--- config.mk ---
export PLATFORM = sky130hd
export DESIGN_NAME = seconds_to_calendar_flat
export DESIGN_NICKNAME = d
export VERILOG_FILES = /design/src/sv/s2c_pkg.sv /design/src/sv/s2c_ifs.sv /design/src/sv/s2c_ctrl.sv /design/src/sv/s2c_dpath.sv /design/src/sv/seconds_to_calendar.sv /design/src/flat_wrapper.sv
export SDC_FILE = /design/constraint.sdc
export NUM_CORES = 2
export LEC_CHECK = 0
export BUFFER_PORTS_ARGS = -buffer_cell sky130_fd_sc_hd__buf_4
export CAP_MARGIN = 20
export CELL_PAD_IN_SITES_DETAIL_PLACEMENT = 1
export CELL_PAD_IN_SITES_GLOBAL_PLACEMENT = 1
export CORE_ASPECT_RATIO = 0.7
export CORE_MARGIN = 2
export CORE_UTILIZATION = 47
export DETAILED_ROUTE_END_ITERATION = 10
export GPL_TIMING_DRIVEN = 0
export PLACE_DENSITY_LB_ADDON = 0.1
export SYNTH_ARGS = -nofsm -noshare
export SYNTH_HDL_FRONTEND = slang
export SYNTH_SLANG_ARGS = --single-unit
--- constraint.sdc ---
create_clock -name clock -period 6.6 [get_ports clock]
set_input_delay 1.32 -clock clock [delete_from_list [all_inputs] [get_ports clock]]
set_output_delay 1.32 -clock clock [all_outputs]
set_load 0.02 [all_outputs]
--- src/sv/s2c_pkg.sv ---
// s2c_pkg: shared types, constants and helper functions for seconds_to_calendar
// no dependencies; used by the interfaces, controller, datapath and top level

package s2c_pkg;

   localparam int SECS_W    = 32;
   localparam int YEAR_W    = 12;
   localparam int MONTH_W   = 4;
   localparam int DAY_W     = 5;
   localparam int WEEKDAY_W = 3;
   localparam int HOUR_W    = 5;
   localparam int MINUTE_W  = 6;
   localparam int SECOND_W  = 6;

   localparam int DAYS_W    = 16;   // whole days since base, below 49711
   localparam int REM_W     = 17;   // remainder within a day, below 86400
   localparam int DIVD_W    = REM_W + 1;
   localparam int YOFF_W    = 8;    // years since base, 0..136
   localparam int CNT_W     = 1;

   // each pass takes its quotient step before its remainder step
   localparam logic [CNT_W-1:0] DIV_STEPS = 1'd1;

   localparam logic [YEAR_W-1:0]  BASE_YEAR    = 12'd2000;
   localparam logic [DAYS_W-1:0]  BASE_WEEKDAY = 16'd6;
   localparam logic [YOFF_W-1:0]  LEAP_SKIP    = 8'd100;   // 2100 is a common year
   localparam logic [MONTH_W-1:0] FIRST_MONTH  = 4'd1;
   localparam logic [MONTH_W-1:0] LAST_MONTH   = 4'd12;
   localparam logic [MONTH_W-1:0] FEBRUARY     = 4'd2;

   localparam logic [DIVD_W-1:0] SECS_PER_DAY  = 18'd86400;
   localparam logic [DIVD_W-1:0] SECS_PER_HOUR = 18'd3600;
   localparam logic [DIVD_W-1:0] SECS_PER_MIN  = 18'd60;
   localparam logic [DIVD_W-1:0] DAYS_PER_WEEK = 18'd7;

   // rounded-up reciprocals, exact over each pass's numerator range
   localparam logic [25:0] RECIP_DAY  = 26'd50903317;   // 2^35 / 675, on seconds / 128
   localparam logic [17:0] RECIP_HOUR = 18'd149131;     // 2^29 / 3600
   localparam logic [12:0] RECIP_MIN  = 13'd4370;       // 2^18 / 60
   localparam logic [16:0] RECIP_WEEK = 17'd74899;      // 2^19 / 7

   // divider pass select
   typedef logic [1:0] div_sel_type;
   localparam div_sel_type DIV_DAY  = 2'd0;
   localparam div_sel_type DIV_HOUR = 2'd1;
   localparam div_sel_type DIV_MIN  = 2'd2;
   localparam div_sel_type DIV_WEEK = 2'd3;

   localparam logic [4:0] MONTH_LEN [12] = '{
      5'd31, 5'd28, 5'd31, 5'd30, 5'd31, 5'd30,
      5'd31, 5'd31, 5'd30, 5'd31, 5'd30, 5'd31
   };

   typedef struct packed {
      logic        start;
      logic        div_step;
      logic        div_done;
      div_sel_type div_sel;
      logic        year_step;
      logic        month_step;
      logic        emit;
   } cmd_type;

   typedef struct packed {
      logic year_fits;
      logic month_fits;
   } status_type;

   typedef struct packed {
      logic [YEAR_W-1:0]    year;
      logic [MONTH_W-1:0]   month;
      logic [DAY_W-1:0]     day;
      logic [WEEKDAY_W-1:0] weekday;
      logic [HOUR_W-1:0]    hour;
      logic [MINUTE_W-1:0]  minute;
      logic [SECOND_W-1:0]  second;
   } rsp_payload_type;

   function automatic logic [DIVD_W-1:0] div_divisor(div_sel_type sel);
      logic [DIVD_W-1:0] d;
      unique case (sel)
         DIV_DAY:  d = SECS_PER_DAY;
         DIV_HOUR: d = SECS_PER_HOUR;
         DIV_MIN:  d = SECS_PER_MIN;
         DIV_WEEK: d = DAYS_PER_WEEK;
         default:  d = SECS_PER_DAY;
      endcase
      return d;
   endfunction

   // years counted from 2000; only 2100 breaks the four-year rule in range
   function automatic logic is_leap(logic [YOFF_W-1:0] yoff);
      return (yoff[1:0] == 2'b00) && (yoff != LEAP_SKIP);
   endfunction

   function automatic logic [4:0] month_days(logic [MONTH_W-1:0] month, logic leap);
      logic [4:0] len;
      if (month == FEBRUARY && leap) begin
         len = 5'd29;
      end else begin
         len = MONTH_LEN[4'(month - FIRST_MONTH)];
      end
      return len;
   endfunction

endpackage

--- src/sv/s2c_ifs.sv ---
// s2c_req_if / s2c_rsp_if: valid-ready channels for requests and results
// depends on s2c_pkg for field widths

interface s2c_req_if;
   logic                         valid;
   logic                         ready;
   logic [s2c_pkg::SECS_W-1:0]   epoch_seconds;

   modport source (output valid, output epoch_seconds, input ready);
   modport sink   (input valid, input epoch_seconds, output ready);
endinterface

interface s2c_rsp_if;
   logic                            valid;
   logic                            ready;
   logic [s2c_pkg::YEAR_W-1:0]      year;
   logic [s2c_pkg::MONTH_W-1:0]     month;
   logic [s2c_pkg::DAY_W-1:0]       day;
   logic [s2c_pkg::WEEKDAY_W-1:0]   weekday;
   logic [s2c_pkg::HOUR_W-1:0]      hour;
   logic [s2c_pkg::MINUTE_W-1:0]    minute;
   logic [s2c_pkg::SECOND_W-1:0]    second;

   modport source (output valid, output year, output month, output day, output weekday,
                   output hour, output minute, output second, input ready);
   modport sink   (input valid, input year, input month, input day, input weekday,
                   input hour, input minute, input second, output ready);
endinterface

--- src/sv/s2c_ctrl.sv ---
// s2c_ctrl: sequencer for the divider passes, year walk, month walk and output load
// depends on s2c_pkg (command and status structs, pass codes)

module s2c_ctrl (
   input  logic                clock,
   input  logic                reset,
   input  logic                req_valid,
   output logic                req_ready,
   output logic                rsp_valid,
   input  logic                rsp_ready,
   input  s2c_pkg::status_type status,
   output s2c_pkg::cmd_type    cmd
);

   localparam logic [2:0] ST_IDLE  = 3'd0;
   localparam logic [2:0] ST_DIV   = 3'd1;
   localparam logic [2:0] ST_YEAR  = 3'd2;
   localparam logic [2:0] ST_MONTH = 3'd3;
   localparam logic [2:0] ST_EMIT  = 3'd4;

   logic [2:0]                    state_ff, state_in;
   s2c_pkg::div_sel_type          sel_ff, sel_in;
   logic [s2c_pkg::CNT_W-1:0]     cnt_ff, cnt_in;
   logic                          out_valid_ff, out_valid_in;

   assign req_ready = (state_ff == ST_IDLE);
   assign rsp_valid = out_valid_ff;

   always_comb begin
      state_in       = state_ff;
      sel_in         = sel_ff;
      cnt_in         = cnt_ff;
      cmd            = '0;
      cmd.div_sel    = sel_ff;
      unique case (state_ff)
         ST_IDLE: begin
            if (req_valid) begin
               cmd.start = 1'b1;
               sel_in    = s2c_pkg::DIV_DAY;
               cnt_in    = '0;
               state_in  = ST_DIV;
            end
         end
         ST_DIV: begin
            if (cnt_ff == s2c_pkg::DIV_STEPS) begin
               cmd.div_done = 1'b1;
               cnt_in       = '0;
               if (sel_ff == s2c_pkg::DIV_WEEK) begin
                  state_in = ST_YEAR;
               end else begin
                  sel_in = s2c_pkg::div_sel_type'(sel_ff + 2'd1);
               end
            end else begin
               cmd.div_step = 1'b1;
               cnt_in       = cnt_ff + 1'd1;
            end
         end
         ST_YEAR: begin
            if (status.year_fits) begin
               state_in = ST_MONTH;
            end else begin
               cmd.year_step = 1'b1;
            end
         end
         ST_MONTH: begin
            if (status.month_fits) begin
               state_in = ST_EMIT;
            end else begin
               cmd.month_step = 1'b1;
            end
         end
         ST_EMIT: begin
            if (!out_valid_ff || rsp_ready) begin
               cmd.emit = 1'b1;
               state_in = ST_IDLE;
            end
         end
         default: begin
            state_in = ST_IDLE;
         end
      endcase

      if (cmd.emit) begin
         out_valid_in = 1'b1;
      end else if (rsp_ready) begin
         out_valid_in = 1'b0;
      end else begin
         out_valid_in = out_valid_ff;
      end
   end

   always_ff @(posedge clock) begin
      if (reset) begin
         state_ff     <= ST_IDLE;
         sel_ff       <= s2c_pkg::DIV_DAY;
         cnt_ff       <= '0;
         out_valid_ff <= 1'b0;
      end else begin
         state_ff     <= state_in;
         sel_ff       <= sel_in;
         cnt_ff       <= cnt_in;
         out_valid_ff <= out_valid_in;
      end
   end

endmodule

--- src/sv/s2c_dpath.sv ---
// s2c_dpath: reciprocal-multiply divider, day/year/month counters and result register
// depends on s2c_pkg (command and status structs, tables, widths)

module s2c_dpath (
   input  logic                          clock,
   input  logic [s2c_pkg::SECS_W-1:0]    req_secs,
   input  s2c_pkg::cmd_type              cmd,
   output s2c_pkg::status_type           status,
   output s2c_pkg::rsp_payload_type      rsp_payload
);

   logic [s2c_pkg::SECS_W-1:0]     num_ff, num_in;
   logic [s2c_pkg::DAYS_W-1:0]     quo_ff, quo_in;
   logic [s2c_pkg::DAYS_W-1:0]     total_days_ff, total_days_in;
   logic [s2c_pkg::DAYS_W-1:0]     days_ff, days_in;
   logic [s2c_pkg::YOFF_W-1:0]     yoff_ff, yoff_in;
   logic [s2c_pkg::MONTH_W-1:0]    month_ff, month_in;
   logic [s2c_pkg::HOUR_W-1:0]     hour_ff, hour_in;
   logic [s2c_pkg::MINUTE_W-1:0]   minute_ff, minute_in;
   logic [s2c_pkg::SECOND_W-1:0]   second_ff, second_in;
   logic [s2c_pkg::WEEKDAY_W-1:0]  weekday_ff, weekday_in;
   s2c_pkg::rsp_payload_type       out_ff, out_in;

   logic [50:0]                    day_prod;
   logic [34:0]                    hour_prod;
   logic [24:0]                    min_prod;
   logic [32:0]                    week_prod;
   logic [s2c_pkg::DAYS_W-1:0]     div_quo;
   logic [s2c_pkg::DIVD_W-1:0]     div_d;
   logic [s2c_pkg::DIVD_W-1:0]     div_prod;
   logic [s2c_pkg::DIVD_W-1:0]     div_rem;
   logic [s2c_pkg::DAYS_W-1:0]     wk_num;
   logic                           leap;
   logic [8:0]                     year_len;
   logic [4:0]                     month_len;

   // quotient by reciprocal; days divide seconds / 128 by 675 to keep the operand at 25 bits
   assign day_prod  = 51'(num_ff[31:7]) * 51'(s2c_pkg::RECIP_DAY);
   assign hour_prod = 35'(num_ff[16:0]) * 35'(s2c_pkg::RECIP_HOUR);
   assign min_prod  = 25'(num_ff[11:0]) * 25'(s2c_pkg::RECIP_MIN);
   assign week_prod = 33'(num_ff[15:0]) * 33'(s2c_pkg::RECIP_WEEK);

   always_comb begin
      unique case (cmd.div_sel)
         s2c_pkg::DIV_DAY:  div_quo = day_prod[50:35];
         s2c_pkg::DIV_HOUR: div_quo = {11'd0, hour_prod[33:29]};
         s2c_pkg::DIV_MIN:  div_quo = {10'd0, min_prod[23:18]};
         s2c_pkg::DIV_WEEK: div_quo = {3'd0, week_prod[31:19]};
         default:           div_quo = day_prod[50:35];
      endcase
   end

   // remainder is below 2^17, so the low product bits are enough
   assign div_d     = s2c_pkg::div_divisor(cmd.div_sel);
   assign div_prod  = {2'd0, quo_ff} * div_d;
   assign div_rem   = num_ff[s2c_pkg::DIVD_W-1:0] - div_prod;
   // day zero is a saturday
   assign wk_num    = total_days_ff + s2c_pkg::BASE_WEEKDAY;

   assign leap      = s2c_pkg::is_leap(yoff_ff);
   assign year_len  = leap ? 9'd366 : 9'd365;
   assign month_len = s2c_pkg::month_days(month_ff, leap);

   assign status.year_fits  = (days_ff < {7'd0, year_len});
   assign status.month_fits = (month_ff == s2c_pkg::LAST_MONTH) ||
                              (days_ff < {11'd0, month_len});
   assign rsp_payload = out_ff;

   always_comb begin
      num_in        = num_ff;
      quo_in        = quo_ff;
      total_days_in = total_days_ff;
      days_in       = days_ff;
      yoff_in       = yoff_ff;
      month_in      = month_ff;
      hour_in       = hour_ff;
      minute_in     = minute_ff;
      second_in     = second_ff;
      weekday_in    = weekday_ff;
      out_in        = out_ff;

      if (cmd.start) begin
         num_in = req_secs;
      end

      if (cmd.div_step) begin
         quo_in = div_quo;
      end

      // save a pass result; the day, hour and minute passes also load the next numerator
      if (cmd.div_done) begin
         unique case (cmd.div_sel)
            s2c_pkg::DIV_DAY: begin
               total_days_in = quo_ff;
               num_in        = {15'd0, div_rem[s2c_pkg::REM_W-1:0]};
            end
            s2c_pkg::DIV_HOUR: begin
               hour_in = quo_ff[4:0];
               num_in  = {15'd0, div_rem[s2c_pkg::REM_W-1:0]};
            end
            s2c_pkg::DIV_MIN: begin
               minute_in = quo_ff[5:0];
               second_in = div_rem[5:0];
               num_in    = {16'd0, wk_num};
               days_in   = total_days_ff;
               yoff_in   = '0;
               month_in  = s2c_pkg::FIRST_MONTH;
            end
            s2c_pkg::DIV_WEEK: begin
               weekday_in = div_rem[2:0];
            end
            default: begin
               weekday_in = weekday_ff;
            end
         endcase
      end

      if (cmd.year_step) begin
         days_in = days_ff - {7'd0, year_len};
         yoff_in = yoff_ff + 8'd1;
      end

      if (cmd.month_step) begin
         days_in  = days_ff - {11'd0, month_len};
         month_in = month_ff + 4'd1;
      end

      if (cmd.emit) begin
         out_in.year    = s2c_pkg::BASE_YEAR + {4'd0, yoff_ff};
         out_in.month   = month_ff;
         out_in.day     = days_ff[4:0] + 5'd1;
         out_in.weekday = weekday_ff;
         out_in.hour    = hour_ff;
         out_in.minute  = minute_ff;
         out_in.second  = second_ff;
      end
   end

   always_ff @(posedge clock) begin
      num_ff        <= num_in;
      quo_ff        <= quo_in;
      total_days_ff <= total_days_in;
      days_ff       <= days_in;
      yoff_ff       <= yoff_in;
      month_ff      <= month_in;
      hour_ff       <= hour_in;
      minute_ff     <= minute_in;
      second_ff     <= second_in;
      weekday_ff    <= weekday_in;
      out_ff        <= out_in;
   end

endmodule

--- src/sv/seconds_to_calendar.sv ---
// seconds_to_calendar: top level, converts seconds since 2000-01-01 00:00:00 to a date
// depends on s2c_pkg, s2c_req_if, s2c_rsp_if, s2c_ctrl and s2c_dpath
//
// channel   direction  handshake            payload
// req_if    in         valid/ready          epoch_seconds[31:0]
// rsp_if    out        valid/ready          year, month, day, weekday, hour, minute, second
//
// one request at a time: after acceptance the sequencer runs four divider passes, each a
// quotient step then a remainder step, then walks over the elapsed years (up to 136) and
// the elapsed months of the last year, each walk ending on a check, and then loads the
// result register
// the result register frees the request side: a new request is taken while a result waits
// reset is synchronous and clears the sequencer and the result valid flag only
// a stalled result holds the finished next request in its last state until taken

module seconds_to_calendar (
   input  logic      clock,
   input  logic      reset,
   s2c_req_if.sink   req_if,
   s2c_rsp_if.source rsp_if
);

   // command and status between sequencer and datapath
   s2c_pkg::cmd_type          cmd;
   s2c_pkg::status_type       status;
   s2c_pkg::rsp_payload_type  rsp_payload;

   // sequencer: idle, four divider passes, year walk, month walk, output load
   s2c_ctrl u_ctrl (
      .clock     (clock),
      .reset     (reset),
      .req_valid (req_if.valid),
      .req_ready (req_if.ready),
      .rsp_valid (rsp_if.valid),
      .rsp_ready (rsp_if.ready),
      .status    (status),
      .cmd       (cmd)
   );

   // datapath: reciprocal multiply and one shared remainder step for the day, hour,
   // minute and weekday passes, then subtract-and-compare walks over years and months
   s2c_dpath u_dpath (
      .clock       (clock),
      .req_secs    (req_if.epoch_seconds),
      .cmd         (cmd),
      .status      (status),
      .rsp_payload (rsp_payload)
   );

   // result register fields onto the response channel
   assign rsp_if.year    = rsp_payload.year;
   assign rsp_if.month   = rsp_payload.month;
   assign rsp_if.day     = rsp_payload.day;
   assign rsp_if.weekday = rsp_payload.weekday;
   assign rsp_if.hour    = rsp_payload.hour;
   assign rsp_if.minute  = rsp_payload.minute;
   assign rsp_if.second  = rsp_payload.second;

endmodule

--- src/flat_wrapper.sv ---
// flat-port wrapper written by rule: the top's interface ports become plain ports
module seconds_to_calendar_flat 
  (clock, reset, req_if_valid, req_if_epoch_seconds, req_if_ready, rsp_if_valid, rsp_if_year, rsp_if_month, rsp_if_day, rsp_if_weekday, rsp_if_hour, rsp_if_minute, rsp_if_second, rsp_if_ready);
  s2c_req_if req_if_i ();
  s2c_rsp_if rsp_if_i ();
  input  logic clock;
  input  logic reset;
  input wire logic [$bits(req_if_i.valid)-1:0] req_if_valid;
  input wire logic [$bits(req_if_i.epoch_seconds)-1:0] req_if_epoch_seconds;
  output wire logic [$bits(req_if_i.ready)-1:0] req_if_ready;
  output wire logic [$bits(rsp_if_i.valid)-1:0] rsp_if_valid;
  output wire logic [$bits(rsp_if_i.year)-1:0] rsp_if_year;
  output wire logic [$bits(rsp_if_i.month)-1:0] rsp_if_month;
  output wire logic [$bits(rsp_if_i.day)-1:0] rsp_if_day;
  output wire logic [$bits(rsp_if_i.weekday)-1:0] rsp_if_weekday;
  output wire logic [$bits(rsp_if_i.hour)-1:0] rsp_if_hour;
  output wire logic [$bits(rsp_if_i.minute)-1:0] rsp_if_minute;
  output wire logic [$bits(rsp_if_i.second)-1:0] rsp_if_second;
  input wire logic [$bits(rsp_if_i.ready)-1:0] rsp_if_ready;
  assign req_if_i.valid = req_if_valid;
  assign req_if_i.epoch_seconds = req_if_epoch_seconds;
  assign req_if_ready = req_if_i.ready;
  assign rsp_if_valid = rsp_if_i.valid;
  assign rsp_if_year = rsp_if_i.year;
  assign rsp_if_month = rsp_if_i.month;
  assign rsp_if_day = rsp_if_i.day;
  assign rsp_if_weekday = rsp_if_i.weekday;
  assign rsp_if_hour = rsp_if_i.hour;
  assign rsp_if_minute = rsp_if_i.minute;
  assign rsp_if_second = rsp_if_i.second;
  assign rsp_if_i.ready = rsp_if_ready;
  seconds_to_calendar u_core (.clock(clock), .reset(reset), .req_if(req_if_i), .rsp_if(rsp_if_i));
endmodule
==> results by group <==
Synthesis
  – Synth area leaders: ha_1 (29%), fa_1 (27%), edfxtp_1 (12%), inv_1 (9.6%), dfxtp_1 (2.7%)
  – Async S/R FF share, synth: 0
  – Synth warn: 0
  – Mean Syn Cell Area: around 10 µm²
  – Combinational family with the most area after synthesis: adder cells
  – Post-synthesis simple-gate area fraction: 0.0689
  – Post-synthesis xor/xnor area fraction: 0.0352
  – Adder-cell share of the synthesized area: 0.567
  – Post-synth top cells: inv_1 (747), ha_1 (682), fa_1 (398)
  – Post-synth EDFFs: 120
  – #FFs+latches synth: 159
  – Mux cell area share after synthesis: 0.00172
  – Compound-Gate Fraction of Synth Area: 0.0737
  – Mapped Cells: between 2,000 and 3,000
  – Synthesized area: slightly below 0.03 mm²
  – Synth area leader: ha_1
  – Most frequent cell after synthesis: inv_1
  – Net Count, Synth: 4,015
  – Ys flop type: edfxtp_1
  – Sequential area share after synthesis: 0.151
  – Synth cell types: between 70 and 80
  – Top cell type's share of synthesized area: 0.293

Run
  – Max-cap viol count: 0

STA
  – Worst-Margin Slew: 0.989 ns
  – Fmax: roughly 150 MHz
  – Min Tclk post-route: 6.84 ns
  – Slew HR: 0.335
  – RSZ-0062 raised after global routing: yes
  – Post-route clock period utilization: 1.04
  – Setup ws final: -0.238 ns
  – Slew Limit Fails: 0
  – Final hold vios: 0
  – Total Neg Setup Slack: -1.50 ns
  – Finish-stage setup viols: 11
  – Clk_skew: roughly 0.018 ns

Setup path
  – Crit path max fanout: 9
  – Max incr delay on CP: 0.54 ns
  – Worst r2r dst: u_core.u_dpath.quo_ff[13]$_DFFE_PP_
  – WP depth: 25
  – Crit path launch type: register
  – Worst path most repeated cell: fa_1
  – Worst setup path startpoint: u_core.u_dpath.num_ff[16]$_DFF_P_
  – Worst Setup End Kind: register
  – CP required: just under 7 ns
  – Worst path slowest cell: fa_2
  – CP bufs+invs: 8
  – Arr. time, crit path: 7.09 ns
  – RR Startpoint: u_core.u_dpath.num_ff[16]$_DFF_P_
  – Worst setup path end: u_core.u_dpath.quo_ff[13]$_DFFE_PP_
  – R2R cell count: 25
  – Largest delay share family, worst path: adder cells
  – Kind of critical path: register to register
  – Reg2reg setup slack: -0.24 ns

Placement
  – DP HPWL: about 73 mm
  – Placed inst area: 0.0308 mm²
  – I/O Buffers: a little under 80
  – Gpl congestion: approximately 0.93

Hold path
  – Min-delay src: u_core.u_dpath.minute_ff[1]$_DFFE_PP_
  – Hold Path Class: register to register

Detailed routing
  – Via Count: between 20,000 and 25,000
  – Avg Vias per Cell: between 5 and 6
  – DRT Pass-1 Iters: 5
  – ANT nets after route: 0
  – 1st-iter DRT viols: roughly 1,300
  – Routed WL: approximately 90 mm
  – DR WL/cell: 22.8 µm
  – Number of remaining DRC errors: 0

Cells and area
  – Nets: about 4,200
  – Layout area overhead: 11.5%
  – # fillers: just under 7,000
  – Layout cells sized above 1: 0.100
  – Layout Utilization: 0.529
  – Antenna cells: 0
  – Finished Cell Area: approximately 0.032 mm²

Clocking
  – Clock root cell: clkbuf_16
  – Clk Latency, worst-skew pair: about 0.5 ns
  – CTS tree: done
  – Longest Clk Path Bufs: 2
  – Hold Buf Count CTS: 0
  – TritonCTS Sinks: 159
  – Num CTS Buffers: 17
  – Clock slew at reported path FFs: roughly 0.080 ns
  – H-tree depth: 4

Global route
  – Wire length of the first global-routing pass: roughly 140 mm
  – Overall Global Routing Usage: 0.291
  – Initial antenna violation count: 2
  – Global route overflow: 0
  – Largest net degree at the start of global routing: 41
  – Vias in the first global route: 23,400

Floorplanning
  – Die X: ~300 µm
  – Initial core utilization: 0.474
  – Core Rows: 76
  – Die area: ~0.064 mm²
  – Number of I/O pins: 79
  – Die extent in y: around 210 µm
  – Core Region: between 0.06 and 0.07 mm²

Outcome
  – Violated checks: setup timing
  – Outcome: finished, violations left
[routing by layer]
layer / global-route usage / up-vias / wire [µm]
met5: 0 / - / 13
met4: 0.0659 / 2 / 1520
met3: 0.0522 / 71 / 4900
met2: 0.438 / 441 / 38000
met1: 0.433 / 10900 / 44500
li1: - / 9704 / -
[layout by cell type, fill, tap and decap left out, drive strengths merged, types with 51 or more instances in the layout]
cell    synthesis  layout
xnor2          80      80
o21ai          51      51
edfxtp        120     120
nor2          103     103
ha            682     682
nand2         131     131
a21oi         112     112
and2           52      52
buf            10     164
fa            398     398
inv           747     750
[final cells by class]
cell class              count  area (µm²)  share of cell area
clock buffers              17         425              0.0131
clock inverters            15         163             0.00501
flip-flops and latches    159        4470               0.138
multi-input cells        1948       22100               0.681
plain buffers              42         196             0.00606
inverters                 747        2830              0.0871
repair buffers            153        1240              0.0381
well taps                 819        1020              0.0316
[worst min path at each step]
stage / depth (start not counted) / slack (ns) / endpoint
floorplan: 0 / 0.40 / u_core.u_dpath.rsp_payload[0]$_DFFE_PP_
global placement: 0 / 0.40 / u_core.u_dpath.rsp_payload[13]$_DFFE_PP_
detailed placement: 0 / 0.41 / u_core.u_dpath.rsp_payload[7]$_DFFE_PP_
CTS: 0 / 0.42 / u_core.u_dpath.rsp_payload[7]$_DFFE_PP_
global route: 0 / 0.43 / u_core.u_dpath.rsp_payload[5]$_DFFE_PP_
finish: 0 / 0.42 / u_core.u_dpath.rsp_payload[7]$_DFFE_PP_
[what timing repair did]
item | 4_1_cts | 5_1_grt
endpoints found under the setup margin | 23 | 21
buffers inserted | 52 | 23
pin swaps | 39 | 24
gates resized for setup | 108 | 45
[worst register-to-register path: stages, from the launching register on]
cell and delay [ns]:
dfxtp_4 0.40, buf_6 0.19, fa_1 0.51, ha_2 0.17
inv_2 0.04, fa_1 0.52, inv_2 0.05, fa_1 0.51
inv_2 0.04, fa_1 0.49, fa_2 0.54, inv_2 0.04
fa_1 0.43, ha_1 0.29, nand4_1 0.25, nor4_4 0.22
buf_4 0.18, buf_4 0.14, a211oi_4 0.08, a21o_1 0.27
a21oi_4 0.22, a211oi_4 0.10, o41a_1 0.51, buf_4 0.17
xnor2_1 0.11, and2_1 0.13
[per-stage QoR]
step / worst slack [ns] / instances / hold WS (ns)
2_1_floorplan: 0.0576 / 2899 / 0.400
3_3_place_gp: -2.27 / 3796 / 0.403
3_5_place_dp: -2.30 / 3798 / 0.405
4_1_cts: -0.162 / 3879 / 0.415
5_1_grt: -0.455 / 3900 / 0.430
6_report: -0.238 / 3900 / 0.415
[logic make-up after synthesis]
logic type | Yosys count
compound gates | 329
mux | 5
fa+ha+maj | 1080
buf+inv | 792
xor+xnor | 117
flops | 159
simple gates | 417
[flip-flops by register name, summed over array words and instances (netlist names)]
| name | flops |
|---|---|
| u_core.u_dpath.yoff_ff | 8 |
| u_core.u_dpath.days_ff | 16 |
| u_core.u_dpath.second_ff | 6 |
| u_core.u_ctrl.sel_ff | 2 |
| u_core.u_dpath.month_ff | 4 |
| u_core.u_dpath.weekday_ff | 3 |
| u_core.u_dpath.hour_ff | 5 |
| u_core.u_dpath.quo_ff | 16 |
| u_core.u_dpath.rsp_payload | 40 |
| u_core.u_ctrl.rsp_valid | 1 |
| u_core.u_dpath.total_days_ff | 16 |
| u_core.u_dpath.minute_ff | 6 |
| u_core.u_dpath.num_ff | 32 |
| u_core.u_ctrl.cnt_ff | 1 |
| u_core.u_ctrl.state_ff | 3 |
Power is left out: the tool's default activity adds up to more than one toggle a clock period on the data nets, which glitch-free logic cannot reach.
